File: src/hw/rtl/assert_macros.svh
// ----------------------------------------------------------------------------
// Assertion macros
// Shared concurrent assertion forms, clocked and reset-qualified.
// ----------------------------------------------------------------------------
`ifndef ASSERT_MACROS_SVH
`define ASSERT_MACROS_SVH

`define ASSERT_IMPLY(label, clk, rst_n, a, b) \
	label: assert property (@(posedge clk) disable iff (!rst_n) (a) |-> (b)) \
		else $error("assertion failed");

`define ASSERT_NEXT(label, clk, rst_n, a, b) \
	label: assert property (@(posedge clk) disable iff (!rst_n) (a) |=> (b)) \
		else $error("assertion failed");

`endif

File: src/hw/rtl/ffha_pkg.sv
// ----------------------------------------------------------------------------
// ffha_pkg
// Types and codes shared by the first-fit heap allocator modules.
// ----------------------------------------------------------------------------
package ffha_pkg;

	localparam logic [2:0] ST_OK      = 3'd0;
	localparam logic [2:0] ST_ZERO    = 3'd1;
	localparam logic [2:0] ST_NOSPACE = 3'd2;
	localparam logic [2:0] ST_NOBLOCK = 3'd3;
	localparam logic [2:0] ST_FULL    = 3'd4;

	localparam logic CFG_HEAP_BASE  = 1'b0;
	localparam logic CFG_HEAP_BYTES = 1'b1;

	typedef struct packed {
		logic        action;
		logic [26:0] request_bytes;
		logic [31:0] release_address;
	} in_t;

	typedef struct packed {
		logic [2:0]  status;
		logic [31:0] data_address;
	} out_t;

	typedef enum logic [3:0] {
		S_IDLE, S_CHK, S_SCAN_EV, S_SHIFT_CHK, S_SHIFT_WR, S_SPLIT_B,
		S_MERGE_RD, S_MERGE_EV, S_DONE
	} state_t;

	typedef enum logic [3:0] {
		OP_NONE, OP_LOAD, OP_RES, OP_SCAN_RD, OP_ADV, OP_HIT, OP_SPLIT_PREP,
		OP_SHIFT_RD, OP_SHIFT_WR, OP_SPLIT_A, OP_SPLIT_B, OP_APPEND,
		OP_MERGE_INIT, OP_MERGE_RD, OP_MERGE_EV, OP_MERGE_END
	} op_t;

	typedef struct packed {
		op_t        op;
		logic [2:0] res;
	} dp_cmd_t;

	typedef struct packed {
		logic is_release;
		logic zero_req;
		logic addr_zero;
		logic at_end;
		logic found;
		logic e_used;
		logic exact;
		logic fits;
		logic full;
		logic no_space;
		logic shift_more;
		logic merge_end;
	} dp_stat_t;

endpackage

File: src/hw/rtl/ffha_ctrl.sv
// ----------------------------------------------------------------------------
// ffha_ctrl
// Sequencer for table walk, split shift, growth and merge pass.
// ----------------------------------------------------------------------------
module ffha_ctrl (
	input  logic               clk,
	input  logic               arst_n,
	input  logic               start,
	input  ffha_pkg::dp_stat_t stat,
	output ffha_pkg::dp_cmd_t  cmd,
	output logic               busy,
	output logic               done
);
	import ffha_pkg::*;

	state_t state_q, state_d;

	always_ff @(posedge clk or negedge arst_n) begin
		if (!arst_n) begin
			state_q <= S_IDLE;
		end else begin
			state_q <= state_d;
		end
	end

	always_comb begin
		state_d = state_q;
		cmd.op = OP_NONE;
		cmd.res = ST_OK;
		case (state_q)
			S_IDLE: begin
				if (start) begin
					cmd.op = OP_LOAD;
					state_d = S_CHK;
				end
			end
			S_CHK: begin
				if (stat.is_release) begin
					if (stat.addr_zero) begin
						cmd.op = OP_RES;
						cmd.res = ST_OK;
						state_d = S_DONE;
					end else if (stat.at_end) begin
						cmd.op = OP_RES;
						cmd.res = ST_NOBLOCK;
						state_d = S_DONE;
					end else if (stat.found) begin
						cmd.op = OP_MERGE_INIT;
						state_d = S_MERGE_RD;
					end else begin
						cmd.op = OP_SCAN_RD;
						state_d = S_SCAN_EV;
					end
				end else if (stat.zero_req) begin
					cmd.op = OP_RES;
					cmd.res = ST_ZERO;
					state_d = S_DONE;
				end else if (stat.at_end) begin
					state_d = S_DONE;
					if (stat.no_space) begin
						cmd.op = OP_RES;
						cmd.res = ST_NOSPACE;
					end else if (stat.full) begin
						cmd.op = OP_RES;
						cmd.res = ST_FULL;
					end else begin
						cmd.op = OP_APPEND;
					end
				end else begin
					cmd.op = OP_SCAN_RD;
					state_d = S_SCAN_EV;
				end
			end
			S_SCAN_EV: begin
				if (!stat.is_release && !stat.e_used && stat.exact) begin
					cmd.op = OP_HIT;
					state_d = S_DONE;
				end else if (!stat.is_release && !stat.e_used && stat.fits) begin
					if (stat.full) begin
						cmd.op = OP_RES;
						cmd.res = ST_FULL;
						state_d = S_DONE;
					end else begin
						cmd.op = OP_SPLIT_PREP;
						state_d = S_SHIFT_CHK;
					end
				end else begin
					cmd.op = OP_ADV;
					state_d = S_CHK;
				end
			end
			S_SHIFT_CHK: begin
				if (stat.shift_more) begin
					cmd.op = OP_SHIFT_RD;
					state_d = S_SHIFT_WR;
				end else begin
					cmd.op = OP_SPLIT_A;
					state_d = S_SPLIT_B;
				end
			end
			S_SHIFT_WR: begin
				cmd.op = OP_SHIFT_WR;
				state_d = S_SHIFT_CHK;
			end
			S_SPLIT_B: begin
				cmd.op = OP_SPLIT_B;
				state_d = S_DONE;
			end
			S_MERGE_RD: begin
				if (stat.merge_end) begin
					cmd.op = OP_MERGE_END;
					state_d = S_DONE;
				end else begin
					cmd.op = OP_MERGE_RD;
					state_d = S_MERGE_EV;
				end
			end
			S_MERGE_EV: begin
				cmd.op = OP_MERGE_EV;
				state_d = S_MERGE_RD;
			end
			S_DONE: begin
				state_d = S_IDLE;
			end
			default: begin
				state_d = S_IDLE;
			end
		endcase
	end

	assign busy = (state_q != S_IDLE);
	assign done = (state_q == S_DONE);

endmodule

File: src/hw/rtl/ffha_dp.sv
// ----------------------------------------------------------------------------
// ffha_dp
// Block table memory, walk offsets, break, configuration and result.
// ----------------------------------------------------------------------------
module ffha_dp #(
	parameter int MAX_BLOCKS   = 64,
	parameter int HEADER_BYTES = 12,
	parameter int OFFSET_BITS  = 26
) (
	input  logic               clk,
	input  logic               arst_n,
	input  logic               cfg_we,
	input  logic               cfg_index,
	input  logic [31:0]        cfg_data,
	input  ffha_pkg::in_t      item,
	input  ffha_pkg::dp_cmd_t  cmd,
	output ffha_pkg::dp_stat_t stat,
	output ffha_pkg::out_t     result
);
	import ffha_pkg::*;

	localparam int AW = (MAX_BLOCKS > 1) ? $clog2(MAX_BLOCKS) : 1;
	localparam int CW = $clog2(MAX_BLOCKS + 1);
	localparam int OB = OFFSET_BITS;
	localparam int EW = OB + 1;
	localparam int XW = 34;

	logic [EW-1:0] mem [MAX_BLOCKS];
	logic [EW-1:0] rdata_q;

	logic          action_q;
	logic [27:0]   size_q;
	logic [31:0]   rel_addr_q;
	logic [CW-1:0] idx_q, r_q, w_q, fidx_q, count_q;
	logic [OB-1:0] off_q, brk_q, s_q, p_size_q;
	logic          p_used_q, pv_q;
	logic [31:0]   base_q;
	logic [26:0]   hbytes_q;
	logic [2:0]    status_q;
	logic [31:0]   daddr_q;

	logic [OB-1:0] rd_size;
	logic          rd_used, e_used;
	logic [XW-1:0] size_x, total_x, s_x, grown_x;
	logic [31:0]   data_off;
	logic [27:0]   req_x, req_rnd;
	logic          we;
	logic [AW-1:0] wa, ra;
	logic [EW-1:0] wd;

	assign rd_size  = rdata_q[OB-1:0];
	assign rd_used  = rdata_q[OB];
	assign e_used   = rd_used && (r_q != fidx_q);
	assign size_x   = XW'(size_q);
	assign total_x  = size_x + XW'(HEADER_BYTES);
	assign s_x      = XW'(rd_size);
	assign grown_x  = XW'(brk_q) + total_x;
	assign data_off = base_q + 32'(off_q) + 32'(HEADER_BYTES);
	assign req_x    = {1'b0, item.request_bytes};
	assign req_rnd  = (req_x[1:0] != 2'b00) ? {req_x[27:2] + 26'd1, 2'b00} : req_x;

	assign stat.is_release = action_q;
	assign stat.zero_req   = (size_q == '0);
	assign stat.addr_zero  = (rel_addr_q == '0);
	assign stat.at_end     = (idx_q == count_q);
	assign stat.found      = (data_off == rel_addr_q);
	assign stat.e_used     = rd_used;
	assign stat.exact      = (size_x == s_x);
	assign stat.fits       = (total_x <= s_x);
	assign stat.full       = (count_q == CW'(MAX_BLOCKS));
	assign stat.no_space   = (grown_x >= XW'(hbytes_q)) || (grown_x >= (XW'(1) << OB));
	assign stat.shift_more = (r_q > idx_q);
	assign stat.merge_end  = (r_q == count_q);

	always_comb begin
		we = 1'b0;
		wa = idx_q[AW-1:0];
		wd = rdata_q;
		ra = idx_q[AW-1:0];
		case (cmd.op)
			OP_HIT: begin
				we = 1'b1;
				wd = {1'b1, rd_size};
			end
			OP_SHIFT_RD, OP_MERGE_RD: begin
				ra = r_q[AW-1:0];
			end
			OP_SHIFT_WR: begin
				we = 1'b1;
				wa = AW'(r_q + CW'(1));
			end
			OP_SPLIT_A: begin
				we = 1'b1;
				wa = AW'(idx_q + CW'(1));
				wd = {1'b0, OB'(XW'(s_q) - total_x)};
			end
			OP_SPLIT_B: begin
				we = 1'b1;
				wd = {1'b1, OB'(size_q)};
			end
			OP_APPEND: begin
				we = 1'b1;
				wa = count_q[AW-1:0];
				wd = {1'b1, OB'(size_q)};
			end
			OP_MERGE_EV: begin
				we = pv_q && !(!p_used_q && !e_used);
				wa = w_q[AW-1:0];
				wd = {p_used_q, p_size_q};
			end
			OP_MERGE_END: begin
				we = 1'b1;
				wa = w_q[AW-1:0];
				wd = {p_used_q, p_size_q};
			end
			default: begin
				we = 1'b0;
			end
		endcase
	end

	always_ff @(posedge clk) begin
		if (we) begin
			mem[wa] <= wd;
		end
		rdata_q <= mem[ra];
	end

	always_ff @(posedge clk or negedge arst_n) begin
		if (!arst_n) begin
			action_q   <= 1'b0;
			size_q     <= '0;
			rel_addr_q <= '0;
			idx_q      <= '0;
			r_q        <= '0;
			w_q        <= '0;
			fidx_q     <= '0;
			count_q    <= '0;
			off_q      <= '0;
			brk_q      <= '0;
			s_q        <= '0;
			p_size_q   <= '0;
			p_used_q   <= 1'b0;
			pv_q       <= 1'b0;
			base_q     <= '0;
			hbytes_q   <= '0;
			status_q   <= ST_OK;
			daddr_q    <= '0;
		end else begin
			if (cfg_we) begin
				if (cfg_index == CFG_HEAP_BASE) begin
					base_q <= cfg_data;
				end else begin
					hbytes_q <= cfg_data[26:0];
				end
			end
			case (cmd.op)
				OP_LOAD: begin
					action_q   <= item.action;
					size_q     <= req_rnd;
					rel_addr_q <= item.release_address;
					idx_q      <= '0;
					off_q      <= '0;
				end
				OP_RES: begin
					status_q <= cmd.res;
					daddr_q  <= '0;
				end
				OP_ADV: begin
					off_q <= OB'(XW'(off_q) + XW'(HEADER_BYTES) + s_x);
					idx_q <= idx_q + CW'(1);
				end
				OP_HIT: begin
					status_q <= ST_OK;
					daddr_q  <= data_off;
				end
				OP_SPLIT_PREP: begin
					s_q <= rd_size;
					r_q <= count_q - CW'(1);
				end
				OP_SHIFT_WR: begin
					r_q <= r_q - CW'(1);
				end
				OP_SPLIT_B: begin
					count_q  <= count_q + CW'(1);
					status_q <= ST_OK;
					daddr_q  <= data_off;
				end
				OP_APPEND: begin
					count_q  <= count_q + CW'(1);
					brk_q    <= OB'(grown_x);
					status_q <= ST_OK;
					daddr_q  <= base_q + 32'(brk_q) + 32'(HEADER_BYTES);
				end
				OP_MERGE_INIT: begin
					fidx_q <= idx_q;
					r_q    <= '0;
					w_q    <= '0;
					pv_q   <= 1'b0;
				end
				OP_MERGE_EV: begin
					if (pv_q && !p_used_q && !e_used) begin
						p_size_q <= OB'(XW'(p_size_q) + XW'(HEADER_BYTES) + s_x);
					end else begin
						if (pv_q) begin
							w_q <= w_q + CW'(1);
						end
						p_size_q <= rd_size;
						p_used_q <= e_used;
						pv_q     <= 1'b1;
					end
					r_q <= r_q + CW'(1);
				end
				OP_MERGE_END: begin
					count_q  <= w_q + CW'(1);
					status_q <= ST_OK;
					daddr_q  <= '0;
				end
				default: begin
				end
			endcase
		end
	end

	assign result.status       = status_q;
	assign result.data_address = daddr_q;

endmodule

File: src/hw/rtl/first_fit_heap_allocator.sv
// ----------------------------------------------------------------------------
// first_fit_heap_allocator
// First-fit heap allocator with block splitting, break growth and coalescing.
// ----------------------------------------------------------------------------
// One request at a time: start is taken when busy is low, and the result
// shows on result for the one cycle that done is high; the receiver cannot
// stall it. The table sits in a single-port-write memory with a registered
// read, so the walk reads each block it visits and then evaluates it. A
// split moves each later block up one entry in turn, and a release adds a
// merge pass over every table entry. Write the configuration only while
// busy is low.
`include "assert_macros.svh"

module first_fit_heap_allocator #(
	parameter int MAX_BLOCKS   = 64,
	parameter int HEADER_BYTES = 12,
	parameter int OFFSET_BITS  = 26
) (
	input  logic           clk,
	input  logic           arst_n,
	input  logic           cfg_we,
	input  logic           cfg_index,
	input  logic [31:0]    cfg_data,
	input  logic           start,
	input  ffha_pkg::in_t  item,
	output logic           busy,
	output logic           done,
	output ffha_pkg::out_t result
);
	import ffha_pkg::*;

	dp_cmd_t  cmd;
	dp_stat_t stat;

	ffha_ctrl u_ctrl (
		.clk    (clk),
		.arst_n (arst_n),
		.start  (start),
		.stat   (stat),
		.cmd    (cmd),
		.busy   (busy),
		.done   (done)
	);

	ffha_dp #(
		.MAX_BLOCKS   (MAX_BLOCKS),
		.HEADER_BYTES (HEADER_BYTES),
		.OFFSET_BITS  (OFFSET_BITS)
	) u_dp (
		.clk       (clk),
		.arst_n    (arst_n),
		.cfg_we    (cfg_we),
		.cfg_index (cfg_index),
		.cfg_data  (cfg_data),
		.item      (item),
		.cmd       (cmd),
		.stat      (stat),
		.result    (result)
	);

	`ASSERT_IMPLY(a_done_busy, clk, arst_n, done, busy)
	`ASSERT_NEXT(a_done_single, clk, arst_n, done, !done)
	`ASSERT_NEXT(a_start_busy, clk, arst_n, start && !busy, busy)
	`ASSERT_IMPLY(a_fail_zero, clk, arst_n, done && (result.status != ST_OK),
		result.data_address == '0)

endmodule
File: config.mk
export PLATFORM = sky130hd
export DESIGN_NAME = first_fit_heap_allocator
export DESIGN_NICKNAME = d
export VERILOG_FILES = /design/src/hw/rtl/ffha_pkg.sv /design/src/hw/rtl/ffha_ctrl.sv /design/src/hw/rtl/ffha_dp.sv /design/src/hw/rtl/first_fit_heap_allocator.sv
export VERILOG_INCLUDE_DIRS = /design/src /design/src/hw/rtl
export SDC_FILE = /design/constraint.sdc
export NUM_CORES = 2
export LEC_CHECK = 0
export ABC_CLOCK_PERIOD_IN_PS = 17500
export BUFFER_PORTS_ARGS = -buffer_cell sky130_fd_sc_hd__buf_4
export CAP_MARGIN = 20
export CORE_UTILIZATION = 45
export DETAILED_ROUTE_END_ITERATION = 10
export GPL_ROUTABILITY_DRIVEN = 0
export MAX_ROUTING_LAYER = met4
export PLACE_DENSITY = 0.58
export RECOVER_POWER = 50
export SYNTH_ARGS = -nofsm -noshare
export SYNTH_HDL_FRONTEND = slang
export SYNTH_HIERARCHICAL = 1
export SYNTH_SLANG_ARGS = --single-unit
File: constraint.sdc
create_clock -name clk -period 17.5 [get_ports clk]
set_input_delay 0.875 -clock clk [delete_from_list [all_inputs] [get_ports clk]]
set_output_delay 0.875 -clock clk [all_outputs]
set_load 0.03 [all_outputs]
==> results.env <==
STATUS='finished with violations'
FAILED_CHECKS='max-capacitance violations, max-slew violations'
CTS_SINKS=2055
TNS_NS=0
ASYNCSETRESETFLOPFRACSYNTH_PCT=14.6
WORST_EP_ARRIVAL_TIME_NS=14.13
PORTS=134
TOP_FANOUT_VALUE_ON_THE_CRITICAL_PATH=65
MULTI_INPUT_COMB_AREA_UM2=32000
FINAL.FILL_COUNT=17105
DIEAREA_UM2=209000
SYNTH_FF_TYPE='edfxtp_1'
GLOBALROUTE.TOTALOVERFLOW=0
FINAL-INSTANCE-COUNT-EXCL-FILL=9355
MAX_SLEW_MARGIN_PCT=-446
FP.DIEH_UM=457
MAX_FREQ_MHz=71.4
FINALSETUPVIOLATIONS=0
SYN_AREA_PER_CELL_UM2=14.9
FINAL.SETUP.WORST_SLACK_NS=3.50
FIRST_GLOBAL_VIAS=56645
SYNTH.MOST_COMMON_CELL='edfxtp_1'
ROUTED_WL_MM=281
DIE_WIDTH_UM=457
HOLD_CLASS='in -> reg'
TIMING_MAX_TRANSITION_VIOLATIONS_FINAL=2411
TIMING.CRITICAL_PATH.FROM_TYPE='flip-flop'
TRITONCTS_CLOCK_TREE='built'
CTS.HOLD.BUFFERS_ADDED=0
DRT_PRE_ANTENNA_ITERS=6
CRITPATHKIND='reg -> reg'
CTS_HTREE_LEVELS=4
PRE_CTS_SLACK_NS=5.05
GRT_ANTENNA_BEFORE_REPAIR=7
YOSYSUNIQUECELLTYPES=93
WORST_EP_REQUIRED_TIME_NS=17.63
NNETSFINAL=6913
DP_CELLS=8959
LEAKAGE_nW=37.8
TIMING.REG2REG.SETUP_SLACK_NS=3.50
SYNTHTOPCELLSBYCOUNT='edfxtp_1 (1728), nand2_1 (791), mux4_2 (433)'
POWER_PER_CELL_AREA_nW_PER_UM2=206
SYNTH_TOP_CELL_AREA_SHARE_PCT=55.6
GRT_USAGE_PCT=27.6
DETAILED_PLACE_HPWL_MM=176
GRT_START_MAX_NET_PINS=149
STD_CELL_ROWS=166
IO_BUFFERS=133
NUM_CTS_BUFFERS=209
CP-END-KIND='flip-flop'
SYNTH_FP_NETS=6703
CLOCK_SKEW_NS=0.106
GRT_PASS1_WL_MM=406
CORE_REGION_UM2=205000
ROUTEDWLPERCELL_UM=30.1
CTS_REPAIR_RESIZE_COUNT=0
TIMING.FINAL.CRIT_SHARE_PCT=80.0
VIAS_PER_CELL=6.13
SYNTH_TOP_CELLS_BY_AREA='edfxtp_1 (56%), mux4_2 (10%), dfrtp_1 (8.0%), ha_1 (4.3%), nand2_1 (3.2%)'
POST-ROUTE-DRC-COUNT=0
VDD_DROP_MAX_V=0.000239
REGISTER_BIT_TOTAL_FROM_SYNTHESIS=2055
UNREPAIRED_SETUP_ENDPOINTS_AFTER_GLOBAL_ROUTING='false'
POST_ROUTE_CELLS_DRIVE_ABOVE_1_SHARE_PCT=18.1
INITIAL_CORE_UTILIZATION_PCT=45.4
CTS.PATH.MAX_BUFFERS=3
CTS_ROOT_BUF='clkbuf_16'
COUNT_OF_FLIP_FLOPS_WITH_A_BUILT_IN_ENABLE_AFTER_SYNTHESIS=1728
REGISTER_AREA_UM2=59900
POST_SYNTHESIS_TO_FINAL_LAYOUT_AREA_GROWTH_PCT=12.6
POST-CTS-SETUP-BUFFERS=0
NETLIST_INSTANCES=6277
SYNTH_SEQ_AREA_SHARE_PCT=64.2
ANT_NETS=0
SYNTHDOMINANTAREACELLTYPE='edfxtp_1'
DRV.MAX_CAP_VIOLATION_COUNT=42
SYNTH_AREA_UM2=93300
YS.WARNINGS.COUNT=6
DR.FIRST_ITER.DRC_COUNT=6262
TIMING_WORST_SLEW_PIN_VALUE_NS=8.19
TIMING.FINAL.CRIT_PERIOD_NS=14.00
HOLD_VIOL=0
CLKSLEWWORSTSETUPHOLDPATHS_NS=0.06
CLK-INSERTION-DELAY-LATE_NS=0.90
DR_VIAS=57320
final cells by class:
class / count / share of cell area, %
clock inverters: 106 / 1.21
flip-flops and latches: 2055 / 57.0
diodes: 6 / 0.0143
well taps: 2688 / 3.20
clock buffers: 279 / 5.44
inverters: 162 / 0.579
multi-input cells: 3745 / 30.4
repair buffers: 314 / 2.09
per-stage QoR:
stage                     hold WS [ns]  instance area (um^2)  power (mW)  utilization, %
final                            0.228                105000        21.6            51.2
after global routing             0.200                105000        22.6            51.2
after CTS                       0.0359                105000        21.6            51.3
after detailed placement         0.481                 98400        17.0            47.9
after global placement           0.464                 98400        16.9            47.9
after floorplan                  0.447                 93300        13.7               -
flip-flops by register name, summed over array words and instances (netlist names), 26 cells and up:
name             count
u_dp/size_q         28
u_dp/brk_q          26
u_dp/daddr_q        32
u_dp/mem          1728
u_dp/rel_addr_q     32
u_dp/base_q         32
u_dp/rdata_q        27
u_dp/off_q          26
u_dp/s_q            26
u_dp/p_size_q       26
u_dp/hbytes_q       27
metal layers:
layer  vias up  wire length [um]  GRT usage (%)
li1      24650                 -              -
met4         0             11000           9.51
met5         -                 0              -
met2      2378            135000           43.9
met1     29802            114000           36.4
met3       490             21200           4.05
cell usage in the layout (no fill, tap or decap), types with 20 or more instances in the layout:
cell       Yosys  routed
edfxtp_1    1728    1728
nand2_1      791     789
mux4_2       433     433
ha_1         323     323
dfrtp_1      300     300
nand3_1      250     249
a21oi_1      229     229
nor2_1       293     226
buf_4         18     222
clkbuf_16      0     210
o21ai_0      216     198
inv_1        162     162
xnor2_1      157     157
clkbuf_1     179     129
xor2_1       113     113
mux2_2       103     102
a21o_1        76      76
and3_1        75      75
nand4_1       46      46
nor3_1        42      40
o21a_1        39      39
a311oi_1      41      39
clkinv_1       0      36
nor2_4         0      35
nor2b_1       32      32
or3_1         32      32
nor2_2         0      32
clkinv_2       0      30
nand2b_1      30      30
nor4_1        30      29
o21bai_1      27      27
dfxtp_1       27      27
a211oi_1      25      26
a221oi_1      26      26
a31oi_1       26      26
a222oi_1      26      26
clkbuf_8       0      20
cell families after synthesis:
| group | after synthesis | synth area share [%] |
|---|---|---|
| AND/OR/NAND/NOR | 1685 | 8.12 |
| adder cells (fa/ha/maj) | 329 | 4.46 |
| flip-flops | 2055 | 64.2 |
| multiplexers | 560 | 12.0 |
| buffers and inverters | 477 | 2.26 |
| XOR/XNOR | 274 | 2.63 |
| AO/OA/AOI/OAI | 897 | 6.36 |
power by group:
part | switching (mW) | internal (mW) | total (mW)
logic | 6.21 | 3.24 | 9.45
registers | 0.482 | 7.17 | 7.65
clock network | 1.96 | 2.57 | 4.53
total | 8.65 | 13.0 | 21.6
worst max-delay path, stage by stage, from the launching register on:
cell and delay (ns):
dfrtp_1 0.45, ha_1 0.32, ha_1 0.16, inv_1 0.06, fa_1 0.45, nand2b_1 0.18, a21o_1 0.20, a211oi_1 1.01
o21ai_0 0.54, a21oi_1 0.35, xor2_1 0.38, xor2_1 0.12, nor4_1 0.28, nand4_1 0.14, nor4_1 0.45, nor4bb_1 0.82
a21oi_1 0.08, o22ai_1 1.13, nand2_1 0.37, nor2_1 2.16, a222oi_1 0.70, o21ai_4 0.22, clkbuf_1 2.58
path summary, 6_finish.rpt:
check | from | to | depth (start not counted)
max in group asynchronous | arst_n | u_dp/size_q[3] | 2
worst min register to register | u_dp/p_used_q | u_dp/p_used_q | 2
worst min-delay path | item[30] | u_dp/rel_addr_q[30] | 3
worst max register to register | u_dp/base_q[1] | u_dp/mem[52][7] | 22
worst max-delay path | u_dp/base_q[1] | u_dp/mem[52][7] | 22
min in group asynchronous | arst_n | u_dp/daddr_q[30] | 1
Power figures use the tool's default switching activity.
